==> config.mk <==
export PLATFORM = sky130hd
export DESIGN_NAME = scrolling_text_matrix_engine_flat
export DESIGN_NICKNAME = d
export VERILOG_FILES = /design/src/hdl/stm_pkg.sv /design/src/hdl/stm_if.sv /design/src/hdl/stm_ctrl.sv /design/src/hdl/stm_datapath.sv /design/src/hdl/scrolling_text_matrix_engine.sv /design/src/flat_wrapper.sv
export SDC_FILE = /design/constraint.sdc
export NUM_CORES = 2
export LEC_CHECK = 0
export ABC_AREA = 1
export ABC_CLOCK_PERIOD_IN_PS = 6900
export BUFFER_PORTS_ARGS = -buffer_cell sky130_fd_sc_hd__buf_2
export CAP_MARGIN = 5
export CORE_ASPECT_RATIO = 0.8
export CORE_MARGIN = 2
export CORE_UTILIZATION = 55
export CTS_CLUSTER_SIZE = 10
export DETAILED_ROUTE_END_ITERATION = 8
export PLACE_DENSITY = 0.71
export SLEW_MARGIN = 20
export SYNTH_ARGS = -nofsm -noshare
export SYNTH_HDL_FRONTEND = slang
export SYNTH_HIERARCHICAL = 1
export SYNTH_SLANG_ARGS = --single-unit
==> constraint.sdc <==
create_clock -name clk -period 6.9 [get_ports clk]
set_input_delay 1.38 -clock clk [delete_from_list [all_inputs] [get_ports clk]]
set_output_delay 1.38 -clock clk [all_outputs]
set_load 0.05 [all_outputs]
==> src/hdl/stm_pkg.sv <==
// ----------------------------------------------------------------------------
// stm_pkg
// Shared constants, font table, glyph helpers and control structs for the
// scrolling text matrix engine.
// ----------------------------------------------------------------------------
`default_nettype none

package stm_pkg;

  // Default geometry
  localparam int TEXT_CHARS_DEF      = 128;
  localparam int DISPLAY_COLUMNS_DEF = 16;

  // Field widths
  localparam int CMD_W  = 1;
  localparam int POS_W  = 7;
  localparam int CODE_W = 8;
  localparam int CIDX_W = 4;
  localparam int PIX_W  = 7;
  localparam int LEN_W  = 8;
  localparam int SUB_W  = 3;

  // Glyph geometry
  localparam int GLYPH_W = 5;
  localparam int GLYPH_H = 7;
  localparam int CELL_W  = 6;
  localparam int GLYPHS  = 31;

  // Command codes
  localparam logic [CMD_W-1:0] CMD_LOAD  = 1'b0;
  localparam logic [CMD_W-1:0] CMD_FRAME = 1'b1;

  // Character codes recognized by the font
  localparam logic [CODE_W-1:0] ASC_A     = 8'h41;
  localparam logic [CODE_W-1:0] ASC_Z     = 8'h5A;
  localparam logic [CODE_W-1:0] ASC_SPACE = 8'h20;
  localparam logic [CODE_W-1:0] ASC_DOT   = 8'h2E;
  localparam logic [CODE_W-1:0] ASC_BANG  = 8'h21;
  localparam logic [CODE_W-1:0] ASC_QUEST = 8'h3F;
  localparam logic [CODE_W-1:0] ASC_COMMA = 8'h2C;

  // Glyph indexes
  localparam logic [4:0] GL_SPACE = 5'd26;
  localparam logic [4:0] GL_DOT   = 5'd27;
  localparam logic [4:0] GL_BANG  = 5'd28;
  localparam logic [4:0] GL_QUEST = 5'd29;
  localparam logic [4:0] GL_COMMA = 5'd30;
  localparam logic [4:0] GL_NONE  = 5'd31;

  // Glyph rows, top row first; bit 4 is the leftmost column
  localparam logic [GLYPH_W-1:0] FONT_ROWS [0:GLYPHS-1][0:GLYPH_H-1] = '{
    '{5'h0E, 5'h11, 5'h11, 5'h11, 5'h1F, 5'h11, 5'h11}, // A
    '{5'h1E, 5'h11, 5'h11, 5'h1E, 5'h11, 5'h11, 5'h1E}, // B
    '{5'h0E, 5'h11, 5'h10, 5'h10, 5'h10, 5'h11, 5'h0E}, // C
    '{5'h1E, 5'h11, 5'h11, 5'h11, 5'h11, 5'h11, 5'h1E}, // D
    '{5'h1F, 5'h10, 5'h10, 5'h1E, 5'h10, 5'h10, 5'h1F}, // E
    '{5'h1F, 5'h10, 5'h10, 5'h1E, 5'h10, 5'h10, 5'h10}, // F
    '{5'h0E, 5'h11, 5'h10, 5'h10, 5'h13, 5'h11, 5'h0E}, // G
    '{5'h11, 5'h11, 5'h11, 5'h1F, 5'h11, 5'h11, 5'h11}, // H
    '{5'h0E, 5'h04, 5'h04, 5'h04, 5'h04, 5'h04, 5'h0E}, // I
    '{5'h1F, 5'h01, 5'h01, 5'h01, 5'h01, 5'h11, 5'h0E}, // J
    '{5'h11, 5'h12, 5'h14, 5'h18, 5'h14, 5'h12, 5'h11}, // K
    '{5'h10, 5'h10, 5'h10, 5'h10, 5'h10, 5'h10, 5'h1F}, // L
    '{5'h11, 5'h1B, 5'h15, 5'h11, 5'h11, 5'h11, 5'h11}, // M
    '{5'h11, 5'h11, 5'h19, 5'h15, 5'h13, 5'h11, 5'h11}, // N
    '{5'h0E, 5'h11, 5'h11, 5'h11, 5'h11, 5'h11, 5'h0E}, // O
    '{5'h1E, 5'h11, 5'h11, 5'h11, 5'h1E, 5'h10, 5'h10}, // P
    '{5'h0E, 5'h11, 5'h11, 5'h11, 5'h15, 5'h13, 5'h0F}, // Q
    '{5'h1E, 5'h11, 5'h11, 5'h11, 5'h1E, 5'h11, 5'h11}, // R
    '{5'h0E, 5'h11, 5'h10, 5'h0E, 5'h01, 5'h11, 5'h0E}, // S
    '{5'h1F, 5'h04, 5'h04, 5'h04, 5'h04, 5'h04, 5'h04}, // T
    '{5'h11, 5'h11, 5'h11, 5'h11, 5'h11, 5'h11, 5'h0E}, // U
    '{5'h11, 5'h11, 5'h11, 5'h11, 5'h11, 5'h0A, 5'h04}, // V
    '{5'h11, 5'h11, 5'h11, 5'h15, 5'h15, 5'h1B, 5'h11}, // W
    '{5'h11, 5'h11, 5'h0A, 5'h04, 5'h0A, 5'h11, 5'h11}, // X
    '{5'h11, 5'h11, 5'h0A, 5'h04, 5'h04, 5'h04, 5'h04}, // Y
    '{5'h1F, 5'h01, 5'h02, 5'h04, 5'h08, 5'h10, 5'h1F}, // Z
    '{5'h00, 5'h00, 5'h00, 5'h00, 5'h00, 5'h00, 5'h00}, // space
    '{5'h00, 5'h00, 5'h00, 5'h00, 5'h00, 5'h00, 5'h10}, // period
    '{5'h10, 5'h10, 5'h10, 5'h10, 5'h10, 5'h00, 5'h10}, // exclamation
    '{5'h1C, 5'h02, 5'h02, 5'h04, 5'h08, 5'h00, 5'h08}, // question
    '{5'h00, 5'h00, 5'h00, 5'h00, 5'h00, 5'h10, 5'h10}  // comma
  };

  // Controller to datapath commands
  typedef struct packed {
    logic load;         // write one character
    logic frame_start;  // copy scroll window into the column cursor
    logic issue;        // launch one display column
    logic frame_end;    // advance scroll counters
  } stm_cmd_t;

  // Datapath to controller status
  typedef struct packed {
    logic s1_busy;      // a column is still in the pixel stage
    logic issue_ok;     // the pipeline can take another column
  } stm_sts_t;

  // Map a character code to its glyph index
  function automatic logic [4:0] glyph_of(input logic [CODE_W-1:0] code);
    logic [4:0] g;
    if (code inside {[ASC_A:ASC_Z]}) begin
      g = 5'(code - ASC_A);
    end else begin
      case (code)
        ASC_SPACE: g = GL_SPACE;
        ASC_DOT:   g = GL_DOT;
        ASC_BANG:  g = GL_BANG;
        ASC_QUEST: g = GL_QUEST;
        ASC_COMMA: g = GL_COMMA;
        default:   g = GL_NONE;
      endcase
    end
    return g;
  endfunction

  // Gather one glyph column into row bits, bit 0 is the top row
  function automatic logic [PIX_W-1:0] font_column(input logic [4:0] g,
                                                   input logic [SUB_W-1:0] sub);
    logic [PIX_W-1:0] px;
    logic [SUB_W-1:0] bitpos;
    int r;
    bitpos = SUB_W'(GLYPH_W - 1) - sub;
    for (r = 0; r < GLYPH_H; r++) begin
      px[r] = FONT_ROWS[g][r][bitpos];
    end
    return px;
  endfunction

endpackage

`default_nettype wire

==> src/hdl/stm_if.sv <==
// ----------------------------------------------------------------------------
// stm_if
// Valid/ready channel interfaces for the command input and column output.
// ----------------------------------------------------------------------------
`default_nettype none

interface stm_in_if
  import stm_pkg::*;
  ();
  logic              valid;
  logic              ready;
  logic [CMD_W-1:0]  command;
  logic [POS_W-1:0]  char_position;
  logic [CODE_W-1:0] char_code;

  modport source (output valid, input ready, output command, output char_position,
                  output char_code);
  modport sink   (input valid, output ready, input command, input char_position,
                  input char_code);
endinterface

interface stm_out_if
  import stm_pkg::*;
  ();
  logic              valid;
  logic              ready;
  logic [CIDX_W-1:0] column_index;
  logic [PIX_W-1:0]  column_pixels;
  logic              last_column;

  modport source (output valid, input ready, output column_index, output column_pixels,
                  output last_column);
  modport sink   (input valid, output ready, input column_index, input column_pixels,
                  input last_column);
endinterface

`default_nettype wire

==> src/hdl/stm_ctrl.sv <==
// ----------------------------------------------------------------------------
// stm_ctrl
// Command sequencer: accepts input transactions and steps the datapath
// through the display columns of one frame.
// ----------------------------------------------------------------------------
`default_nettype none

module stm_ctrl
  import stm_pkg::*;
#(
  parameter int DISPLAY_COLUMNS = DISPLAY_COLUMNS_DEF,
  parameter int COL_W           = 4
) (
  input  wire logic                   clk,
  input  wire logic                   rst_n,
  input  wire logic                   in_valid,
  output logic                        in_ready,
  input  wire logic [CMD_W-1:0]       in_command,
  input  wire stm_sts_t               sts,
  output stm_cmd_t                    cmd,
  output logic [COL_W-1:0]            col
);

  localparam int COL_W_L = 1;

  typedef enum logic [0:0] {ST_IDLE, ST_RUN} state_t;

  state_t state_r, state_nxt;
  logic [COL_W-1:0] col_r, col_nxt;
  logic accept;
  logic last_col;

  // Accept only when idle and the pixel stage has drained
  assign in_ready = (state_r == ST_IDLE) && !sts.s1_busy;
  assign accept   = in_valid && in_ready;
  assign last_col = (col_r == COL_W'(DISPLAY_COLUMNS - 1));
  assign col      = col_r;

  // Decode commands and next state
  always_comb begin
    state_nxt       = state_r;
    col_nxt         = col_r;
    cmd.load        = 1'b0;
    cmd.frame_start = 1'b0;
    cmd.issue       = 1'b0;
    cmd.frame_end   = 1'b0;
    case (state_r)
      ST_IDLE: begin
        if (accept) begin
          if (in_command == CMD_LOAD) begin
            cmd.load = 1'b1;
          end else begin
            cmd.frame_start = 1'b1;
            col_nxt         = '0;
            state_nxt       = ST_RUN;
          end
        end
      end
      ST_RUN: begin
        if (sts.issue_ok) begin
          cmd.issue = 1'b1;
          if (last_col) begin
            cmd.frame_end = 1'b1;
            state_nxt     = ST_IDLE;
          end else begin
            col_nxt = col_r + COL_W'(COL_W_L);
          end
        end
      end
      default: begin
        state_nxt = ST_IDLE;
      end
    endcase
  end

  // Hold state and column counter
  always_ff @(posedge clk) begin
    if (!rst_n) begin
      state_r <= ST_IDLE;
      col_r   <= '0;
    end else begin
      state_r <= state_nxt;
      col_r   <= col_nxt;
    end
  end

endmodule

`default_nettype wire

==> src/hdl/stm_datapath.sv <==
// ----------------------------------------------------------------------------
// stm_datapath
// Text store, scroll counters, column cursor, font lookup, frame column
// store and the output register.
// ----------------------------------------------------------------------------
`default_nettype none

module stm_datapath
  import stm_pkg::*;
#(
  parameter int TEXT_CHARS      = TEXT_CHARS_DEF,
  parameter int DISPLAY_COLUMNS = DISPLAY_COLUMNS_DEF,
  parameter int COL_W           = 4
) (
  input  wire logic                clk,
  input  wire logic                rst_n,
  input  wire stm_cmd_t            cmd,
  input  wire logic [COL_W-1:0]    col,
  output stm_sts_t                 sts,
  input  wire logic [POS_W-1:0]    char_position,
  input  wire logic [CODE_W-1:0]   char_code,
  output logic                     out_valid,
  input  wire logic                out_ready,
  output logic [CIDX_W-1:0]        out_column_index,
  output logic [PIX_W-1:0]         out_column_pixels,
  output logic                     out_last_column
);

  localparam int TA_W = (TEXT_CHARS > 1) ? $clog2(TEXT_CHARS) : 1;
  localparam int EP_W = $clog2(DISPLAY_COLUMNS + 1);

  // Text memory
  logic [CODE_W-1:0] text_mem [TEXT_CHARS];
  logic [CODE_W-1:0] rd_data_r;

  // Scroll state
  logic [LEN_W-1:0] len_r, len_nxt;
  logic [LEN_W-1:0] win_ch_r, win_ch_nxt;
  logic [SUB_W-1:0] win_sub_r, win_sub_nxt;
  logic [EP_W-1:0]  entry_r, entry_nxt;
  logic [LEN_W-1:0] cur_ch_r, cur_ch_nxt;
  logic [SUB_W-1:0] cur_sub_r, cur_sub_nxt;

  // Frame column store
  logic [PIX_W-1:0] frame_r [DISPLAY_COLUMNS];

  // Pixel stage
  logic             s1_valid_r;
  logic [COL_W-1:0] s1_col_r;
  logic             s1_text_r;
  logic             s1_blank_r;
  logic [SUB_W-1:0] s1_sub_r;

  // Output register
  logic              out_valid_r;
  logic [CIDX_W-1:0] out_idx_r;
  logic [PIX_W-1:0]  out_pix_r;
  logic              out_last_r;

  logic             pos_ok;
  logic             load_ok;
  logic             clear;
  logic             out_free;
  logic             move;
  logic             col_in_text;
  logic [LEN_W-1:0] adv_ch;
  logic [SUB_W-1:0] adv_sub;
  logic [LEN_W-1:0] step_ch;
  logic [SUB_W-1:0] step_sub;
  logic [LEN_W-1:0] wn_ch;
  logic [SUB_W-1:0] wn_sub;
  logic [EP_W-1:0]  en;
  logic [4:0]       glyph;
  logic [PIX_W-1:0] text_pix;
  logic [PIX_W-1:0] pix;

  // Handshake status
  assign out_free     = !out_valid_r || out_ready;
  assign move         = s1_valid_r && out_free;
  assign sts.s1_busy  = s1_valid_r;
  assign sts.issue_ok = !s1_valid_r || out_free;

  // Load decode: drop positions beyond the store
  assign pos_ok  = (32'(char_position) < TEXT_CHARS);
  assign load_ok = cmd.load && pos_ok;
  assign clear   = load_ok && (char_position == '0);

  // Column falls inside the entered text region
  assign col_in_text = (EP_W'(col) >= entry_r);

  // Advance the window one text column
  always_comb begin
    if (win_sub_r == SUB_W'(CELL_W - 1)) begin
      adv_ch  = win_ch_r + LEN_W'(1);
      adv_sub = '0;
    end else begin
      adv_ch  = win_ch_r;
      adv_sub = win_sub_r + SUB_W'(1);
    end
  end

  // Advance the cursor one text column
  always_comb begin
    if (cur_sub_r == SUB_W'(CELL_W - 1)) begin
      step_ch  = cur_ch_r + LEN_W'(1);
      step_sub = '0;
    end else begin
      step_ch  = cur_ch_r;
      step_sub = cur_sub_r + SUB_W'(1);
    end
  end

  // Scroll counter update at frame end
  always_comb begin
    if (entry_r == '0) begin
      wn_ch  = adv_ch;
      wn_sub = adv_sub;
      en     = entry_r;
    end else begin
      wn_ch  = win_ch_r;
      wn_sub = win_sub_r;
      en     = entry_r - EP_W'(1);
    end
  end

  // Next scroll and cursor state
  always_comb begin
    len_nxt     = len_r;
    win_ch_nxt  = win_ch_r;
    win_sub_nxt = win_sub_r;
    entry_nxt   = entry_r;
    cur_ch_nxt  = cur_ch_r;
    cur_sub_nxt = cur_sub_r;
    if (load_ok) begin
      len_nxt = LEN_W'(char_position) + LEN_W'(1);
      if (clear) begin
        win_ch_nxt  = '0;
        win_sub_nxt = '0;
        entry_nxt   = EP_W'(DISPLAY_COLUMNS);
      end
    end
    if (cmd.frame_start) begin
      cur_ch_nxt  = win_ch_r;
      cur_sub_nxt = win_sub_r;
    end else if (cmd.issue && col_in_text) begin
      cur_ch_nxt  = step_ch;
      cur_sub_nxt = step_sub;
    end
    if (cmd.frame_end) begin
      if (wn_ch >= len_r) begin
        win_ch_nxt  = '0;
        win_sub_nxt = '0;
        entry_nxt   = EP_W'(DISPLAY_COLUMNS);
      end else begin
        win_ch_nxt  = wn_ch;
        win_sub_nxt = wn_sub;
        entry_nxt   = en;
      end
    end
  end

  // Hold scroll and cursor registers
  always_ff @(posedge clk) begin
    if (!rst_n) begin
      len_r     <= '0;
      win_ch_r  <= '0;
      win_sub_r <= '0;
      entry_r   <= EP_W'(DISPLAY_COLUMNS);
      cur_ch_r  <= '0;
      cur_sub_r <= '0;
    end else begin
      len_r     <= len_nxt;
      win_ch_r  <= win_ch_nxt;
      win_sub_r <= win_sub_nxt;
      entry_r   <= entry_nxt;
      cur_ch_r  <= cur_ch_nxt;
      cur_sub_r <= cur_sub_nxt;
    end
  end

  // Text memory: one write port, one registered read port
  always_ff @(posedge clk) begin
    if (load_ok) begin
      text_mem[TA_W'(char_position)] <= char_code;
    end
  end

  always_ff @(posedge clk) begin
    if (cmd.issue) begin
      rd_data_r <= text_mem[TA_W'(cur_ch_r)];
    end
  end

  // Pixel stage control
  always_ff @(posedge clk) begin
    if (!rst_n) begin
      s1_valid_r <= 1'b0;
    end else if (cmd.issue) begin
      s1_valid_r <= 1'b1;
    end else if (move) begin
      s1_valid_r <= 1'b0;
    end
  end

  always_ff @(posedge clk) begin
    if (cmd.issue) begin
      s1_col_r   <= col;
      s1_text_r  <= col_in_text;
      s1_blank_r <= (cur_ch_r >= len_r) || (cur_sub_r >= SUB_W'(GLYPH_W));
      s1_sub_r   <= cur_sub_r;
    end
  end

  // Font lookup; outside the font and past the text end show blank
  assign glyph    = glyph_of(rd_data_r);
  assign text_pix = (s1_blank_r || (glyph == GL_NONE)) ? '0 : font_column(glyph, s1_sub_r);
  assign pix      = s1_text_r ? text_pix : frame_r[s1_col_r];

  // Frame column store: refresh entered columns, clear on new text
  always_ff @(posedge clk) begin
    if (!rst_n) begin
      for (int i = 0; i < DISPLAY_COLUMNS; i++) begin
        frame_r[i] <= '0;
      end
    end else if (clear) begin
      for (int i = 0; i < DISPLAY_COLUMNS; i++) begin
        frame_r[i] <= '0;
      end
    end else if (move && s1_text_r) begin
      frame_r[s1_col_r] <= pix;
    end
  end

  // Output register
  always_ff @(posedge clk) begin
    if (!rst_n) begin
      out_valid_r <= 1'b0;
    end else if (move) begin
      out_valid_r <= 1'b1;
    end else if (out_ready) begin
      out_valid_r <= 1'b0;
    end
  end

  always_ff @(posedge clk) begin
    if (move) begin
      out_idx_r  <= CIDX_W'(s1_col_r);
      out_pix_r  <= pix;
      out_last_r <= (s1_col_r == COL_W'(DISPLAY_COLUMNS - 1));
    end
  end

  assign out_valid         = out_valid_r;
  assign out_column_index  = out_idx_r;
  assign out_column_pixels = out_pix_r;
  assign out_last_column   = out_last_r;

endmodule

`default_nettype wire

==> src/hdl/scrolling_text_matrix_engine.sv <==
// Load transaction: stores one character, no result. Frame transaction: each column
// passes the pixel stage and the output register, one column per cycle while the
// output is ready; the next transaction is accepted once the sequencer is idle and
// the pixel stage has drained. The pace is set by the single column pipeline (text
// memory read, font lookup). Reset clears the scroll counters, text length and frame
// columns; text memory holds no reset value and is valid once written.
// ----------------------------------------------------------------------------
// scrolling_text_matrix_engine
// Scrolling marquee engine for a 7-row LED matrix: loads text characters and
// emits every display column of each scroll frame.
// ----------------------------------------------------------------------------
`default_nettype none

module scrolling_text_matrix_engine
  import stm_pkg::*;
#(
  parameter int TEXT_CHARS      = TEXT_CHARS_DEF,
  parameter int DISPLAY_COLUMNS = DISPLAY_COLUMNS_DEF
) (
  input  wire logic  clk,
  input  wire logic  rst_n,
  stm_in_if.sink     in_ch,
  stm_out_if.source  out_ch
);

  localparam int COL_W = (DISPLAY_COLUMNS > 1) ? $clog2(DISPLAY_COLUMNS) : 1;

  stm_cmd_t         cmd;
  stm_sts_t         sts;
  logic [COL_W-1:0] col;

  // Sequencer
  stm_ctrl #(
    .DISPLAY_COLUMNS (DISPLAY_COLUMNS),
    .COL_W           (COL_W)
  ) u_ctrl (
    .clk        (clk),
    .rst_n      (rst_n),
    .in_valid   (in_ch.valid),
    .in_ready   (in_ch.ready),
    .in_command (in_ch.command),
    .sts        (sts),
    .cmd        (cmd),
    .col        (col)
  );

  // Datapath
  stm_datapath #(
    .TEXT_CHARS      (TEXT_CHARS),
    .DISPLAY_COLUMNS (DISPLAY_COLUMNS),
    .COL_W           (COL_W)
  ) u_dp (
    .clk               (clk),
    .rst_n             (rst_n),
    .cmd               (cmd),
    .col               (col),
    .sts               (sts),
    .char_position     (in_ch.char_position),
    .char_code         (in_ch.char_code),
    .out_valid         (out_ch.valid),
    .out_ready         (out_ch.ready),
    .out_column_index  (out_ch.column_index),
    .out_column_pixels (out_ch.column_pixels),
    .out_last_column   (out_ch.last_column)
  );

endmodule

`default_nettype wire

==> src/flat_wrapper.sv <==
// flat-port wrapper written by rule: the top's interface ports become plain ports
module scrolling_text_matrix_engine_flat import stm_pkg::*;
#(
  parameter int TEXT_CHARS      = TEXT_CHARS_DEF,
  parameter int DISPLAY_COLUMNS = DISPLAY_COLUMNS_DEF
)
  (clk, rst_n, in_ch_valid, in_ch_ready, in_ch_command, in_ch_char_position, in_ch_char_code, out_ch_valid, out_ch_ready, out_ch_column_index, out_ch_column_pixels, out_ch_last_column);
  stm_in_if in_ch_i ();
  stm_out_if out_ch_i ();
  input  wire logic clk;
  input  wire logic rst_n;
  input wire logic [$bits(in_ch_i.valid)-1:0] in_ch_valid;
  output wire logic [$bits(in_ch_i.ready)-1:0] in_ch_ready;
  input wire logic [$bits(in_ch_i.command)-1:0] in_ch_command;
  input wire logic [$bits(in_ch_i.char_position)-1:0] in_ch_char_position;
  input wire logic [$bits(in_ch_i.char_code)-1:0] in_ch_char_code;
  output wire logic [$bits(out_ch_i.valid)-1:0] out_ch_valid;
  input wire logic [$bits(out_ch_i.ready)-1:0] out_ch_ready;
  output wire logic [$bits(out_ch_i.column_index)-1:0] out_ch_column_index;
  output wire logic [$bits(out_ch_i.column_pixels)-1:0] out_ch_column_pixels;
  output wire logic [$bits(out_ch_i.last_column)-1:0] out_ch_last_column;
  assign in_ch_i.valid = in_ch_valid;
  assign in_ch_ready = in_ch_i.ready;
  assign in_ch_i.command = in_ch_command;
  assign in_ch_i.char_position = in_ch_char_position;
  assign in_ch_i.char_code = in_ch_char_code;
  assign out_ch_valid = out_ch_i.valid;
  assign out_ch_i.ready = out_ch_ready;
  assign out_ch_column_index = out_ch_i.column_index;
  assign out_ch_column_pixels = out_ch_i.column_pixels;
  assign out_ch_last_column = out_ch_i.last_column;
  scrolling_text_matrix_engine #(.TEXT_CHARS(TEXT_CHARS), .DISPLAY_COLUMNS(DISPLAY_COLUMNS)) u_core (.clk(clk), .rst_n(rst_n), .in_ch(in_ch_i), .out_ch(out_ch_i));
endmodule
==> qor_table.md <==
| Group | Parameter | Reported |
|:---|:---|:---|
| yosys | Avg Inst Size Synth | 11.8 µm² |
| sta | Number of hold violations in the final report | 0 |
| global route | Maximum number of pins on one net before global-route repair | 237 |
| cts | Largest buffer count on any clock path | 3 |
| place | GPL Wtd Cong | 0.943 |
| critical path | Nature of the critical path endpoint | flip-flop |
| run | Maxcap violations | 0 |
| cts | Number of setup buffers added after CTS | 0 |
| yosys | Number of warnings issued by yosys | 6 |
| final layout | Most used cells in the layout excluding fill and tap cells | sky130_fd_sc_hd__edfxtp_1, sky130_fd_sc_hd__nor2_1, sky130_fd_sc_hd__o21ai_0 |
| cts | Clock-pin slew on the worst setup and hold paths | 0.05 ns |
| route | ANT nets after route | 0 |
| yosys | Gate Count Post-Synth | 4305 |
| critical path | Path type of the worst setup path | reg2reg |
| global route | Met1 routing resource usage after global routing | 43.6% |
| sta | Clock tree skew after final layout | 0.0229 ns |
| sta | Setup repair after global routing missed its margin | false |
| final layout | Multi-input logic area | 0.0133 mm² |
| route | Detailed Route Iter0 Violations | 5760 |
| place | Post-DP HPWL | 79.4 mm |
| floorplanning | Initial core utilization | 55.7% |
| sta | # setup viols final | 0 |
| final layout | Sequential Area | 0.0359 mm² |
| cts | CTS tree | done |
| final layout | Filler cells | 6994 |
| critical path | Number of cells on the worst reg-to-reg path | 10 |
| power and ir drop | Peak supply drop | 0.289 mV |
| route | Remaining DRCs | 0 |
| cts | H-tree lvl count | 4 |
| cts | Hold-fix buffer count after cts | 0 |
| sta | Summed negative setup slack over all endpoints | 0 ns |
| final layout | Share of cells above drive strength 1 | 6.69% |
| route | Total number of vias | 35555 |
| sta | Ratio of final minimum period to clock period | 57.5% |
| global route | Combined global-route utilization of all metal layers | 28.8% |
| critical path | Required time at the worst-slack endpoint | 7.33 ns |
| worst hold path | Startpoint of the worst hold path | u_core/u_dp/win_sub_r[2] |
| critical path | Worst setup startpoint | u_core/u_dp/cur_ch_r[0] |
| global route | Residual overflow from global routing | 0 |
| final layout | Number of nets in the layout | 4307 |
| yosys | Unique masters post-synth | 50 |
| sta | Worst-case headroom to the max-slew limit | 23.3% |
| final layout | Final design utilization | 60.9% |
| global route | Peak-usage layer in the global routing report | met1 |
| sta | Max-slew violation count | 0 |
| yosys | Count of flip-flops with a built-in enable after synthesis | 1165 |
| global route | Global-route track usage on met2 | 41.1% |
| yosys | Fraction of the yosys area taken by sequential cells | 70.6% |
| place | Number of I/O port buffers | 33 |
| floorplanning | Site Rows | 99 |
| floorplanning | Die outline width | 344 µm |
| critical path | Max Fanout on Critical Path | 176 |
| floorplanning | Chip Height | 276 µm |
| power and ir drop | Power per cell area | 277 mW/mm² |
| route | Aggregate routed wire length | 138 mm |
| status | Outcome | finished, final reports clean |
| yosys | Cell types occupying the most area after synthesis | sky130_fd_sc_hd__edfxtp_1, sky130_fd_sc_hd__o21ai_0, sky130_fd_sc_hd__nor2_1 |
| route | Number of detailed-routing iterations run before antenna repair | 6 |
| cts | Number of sinks handled by clock tree synthesis | 1211 |
| critical path | Startpoint type of the worst setup path | flip-flop |
| power and ir drop | Static Leak | 18.3 nW |
| route | Routed len/inst | 25.1 µm |
| critical path | Arrival time of the worst setup path | 4.39 ns |
| power and ir drop | Total power | 15.4 mW |
| worst hold path | Hold depth | 1 |
| cts | Later-pin clock latency in the skew report | 0.74 ns |
| critical path | RR Startpoint | u_core/u_dp/cur_ch_r[0] |
| cts | Clock root cell | sky130_fd_sc_hd__clkbuf_16 |
| global route | Global-route wire length before repair | 207 mm |
| yosys | Mapped Nets | 4368 |
| final layout | Layout overhead on the synthesized area | 9.37% |
| route | Via-to-Cell Ratio | 6.48 |
| cts | Clock buffer count from CTS | 140 |
| global route | Vias in the first global route | 33105 |
| sta | Crit path time final | 3.97 ns |
| worst hold path | Worst hold path type | reg2reg |
| floorplanning | Num ports | 34 |
| sta | Fmax | 252 MHz |
| global route | Global routing usage on met3 | 7.49% |
| yosys | Dominant cell type by area after synthesis | sky130_fd_sc_hd__edfxtp_1 |
| sta | Actual transition at the worst max-transition pin | 1.15 ns |
| yosys | Fraction of registers with async set/reset | 0% |
| global route | Initial antenna violation count | 3 |
| yosys | Combined area of all synthesized cells | 0.0509 mm² |
| yosys | Post-synth top flop | sky130_fd_sc_hd__edfxtp_1 |
| final layout | Leading cell type in the layout, fill and taps excluded | sky130_fd_sc_hd__edfxtp_1 |
| yosys | #FFs+latches synth | 1211 |
| floorplanning | Total Die Area | 0.0950 mm² |
| cts | Number of resized instances in the post-cts repair step | 0 |
| yosys | Share of Yosys cell area claimed by the top area cell type | 68.7% |
| floorplanning | Placeable core region | 0.0914 mm² |
final cells by class:
cell class | instances | share of cell area [%]
Multi-Input combinational cell | 2668 | 23.9
Clock buffer | 158 | 6.45
Antenna cell | 1 | 0.00450
Timing Repair Buffer | 72 | 0.926
Clock inverter | 16 | 0.362
Sequential cell | 1211 | 64.5
Inverter | 151 | 1.05
Tap cell | 1212 | 2.72
through the flow:
| stage | setup slack (ns) | cells | hold slack [ns] | cell area, µm² |
|---|---|---|---|---|
| final | 2.93 | 5489 | 0.506 | 55700 |
| after global routing | 2.71 | 5488 | 0.517 | 55700 |
| after CTS | 3.10 | 5488 | 0.502 | 55700 |
| after detailed placement | 2.32 | 5314 | 0.479 | 51900 |
| after global placement | 2.44 | 5314 | 0.479 | 51900 |
| after floorplan | 3.49 | 4305 | 0.452 | 50900 |
cell families after synthesis:
| kind of cell | share of synthesized area (%) |
|---|---|
| buffers and inverters | 3.30 |
| and+or+nand+nor | 11.4 |
| DFF | 70.6 |
| AOI/OAI and AO/OA | 13.3 |
| adders and majority gates | 1.06 |
| xor gates and xnor gates | 0.376 |
cell usage after synthesis, drive strengths merged, types with 4 or more instances:
cell type and n:
o211ai 39, a211oi 7, buf 40, o21a 6
o22ai 172, nor3 12, inv 146, nand3b 4
nand4 33, nand2 386, xnor2 5, a31oi 19
o21ai 627, clkinv 5, edfxtp 1165, nor2 816
ha 43, xor2 16, dfxtp 46, o221ai 112
a21oi 192, a22oi 5, nand3 161, clkbuf 235
final timing paths:
check / slack (ns) / end
min: 0.51 / u_core/u_dp/win_sub_r[2]
max: 2.93 / u_core/u_dp/rd_data_r[3]
min reg2reg: 0.51 / u_core/u_dp/win_sub_r[2]
max reg2reg: 2.93 / u_core/u_dp/rd_data_r[3]
routing by layer:
| metal | vias to the layer above | share of wire, % |
|---|---|---|
| met2 | 2441 | 43 |
| met4 | 6 | 2.5 |
| met5 | - | 0.032 |
| met1 | 17215 | 41 |
| met3 | 263 | 13 |
| li1 | 15630 | - |
critical path, stage by stage, from the launching register on:
cell and delay, ns:
sky130_fd_sc_hd__dfxtp_4 0.45, sky130_fd_sc_hd__inv_8 0.54, sky130_fd_sc_hd__buf_12 0.54, sky130_fd_sc_hd__o21ai_0 0.18, sky130_fd_sc_hd__o221ai_1 0.24, sky130_fd_sc_hd__nand3_1 0.18, sky130_fd_sc_hd__nand4_1 0.15, sky130_fd_sc_hd__o21ai_0 0.19
sky130_fd_sc_hd__nand2_1 0.15, sky130_fd_sc_hd__a31oi_1 0.20, sky130_fd_sc_hd__a31oi_1 0.60
sequential cells by signal, indices dropped and copies added, names as in the netlist, 3 cells and up, named ones only:
name / cells
u_core/u_dp/len_r: 8
u_core/u_dp/entry_r: 5
u_core/u_dp/text_mem: 1024
u_core/u_ctrl/col: 4
u_core/u_dp/s1_col_r: 4
u_core/u_dp/cur_sub_r: 3
u_core/u_dp/out_column_index: 4
u_core/u_dp/cur_ch_r: 8
u_core/u_dp/win_ch_r: 8
u_core/u_dp/win_sub_r: 3
u_core/u_dp/out_column_pixels: 7
u_core/u_dp/s1_sub_r: 3
u_core/u_dp/rd_data_r: 8
u_core/u_dp/frame_r: 112
where the power goes:
group / total, mW / switching [mW] / internal [mW]
clock: 6.41 / 2.75 / 3.67
sequential: 8.16 / 0.0450 / 8.11
combinational: 0.872 / 0.680 / 0.193
Note: power is estimated with default switching activity, not from simulation.
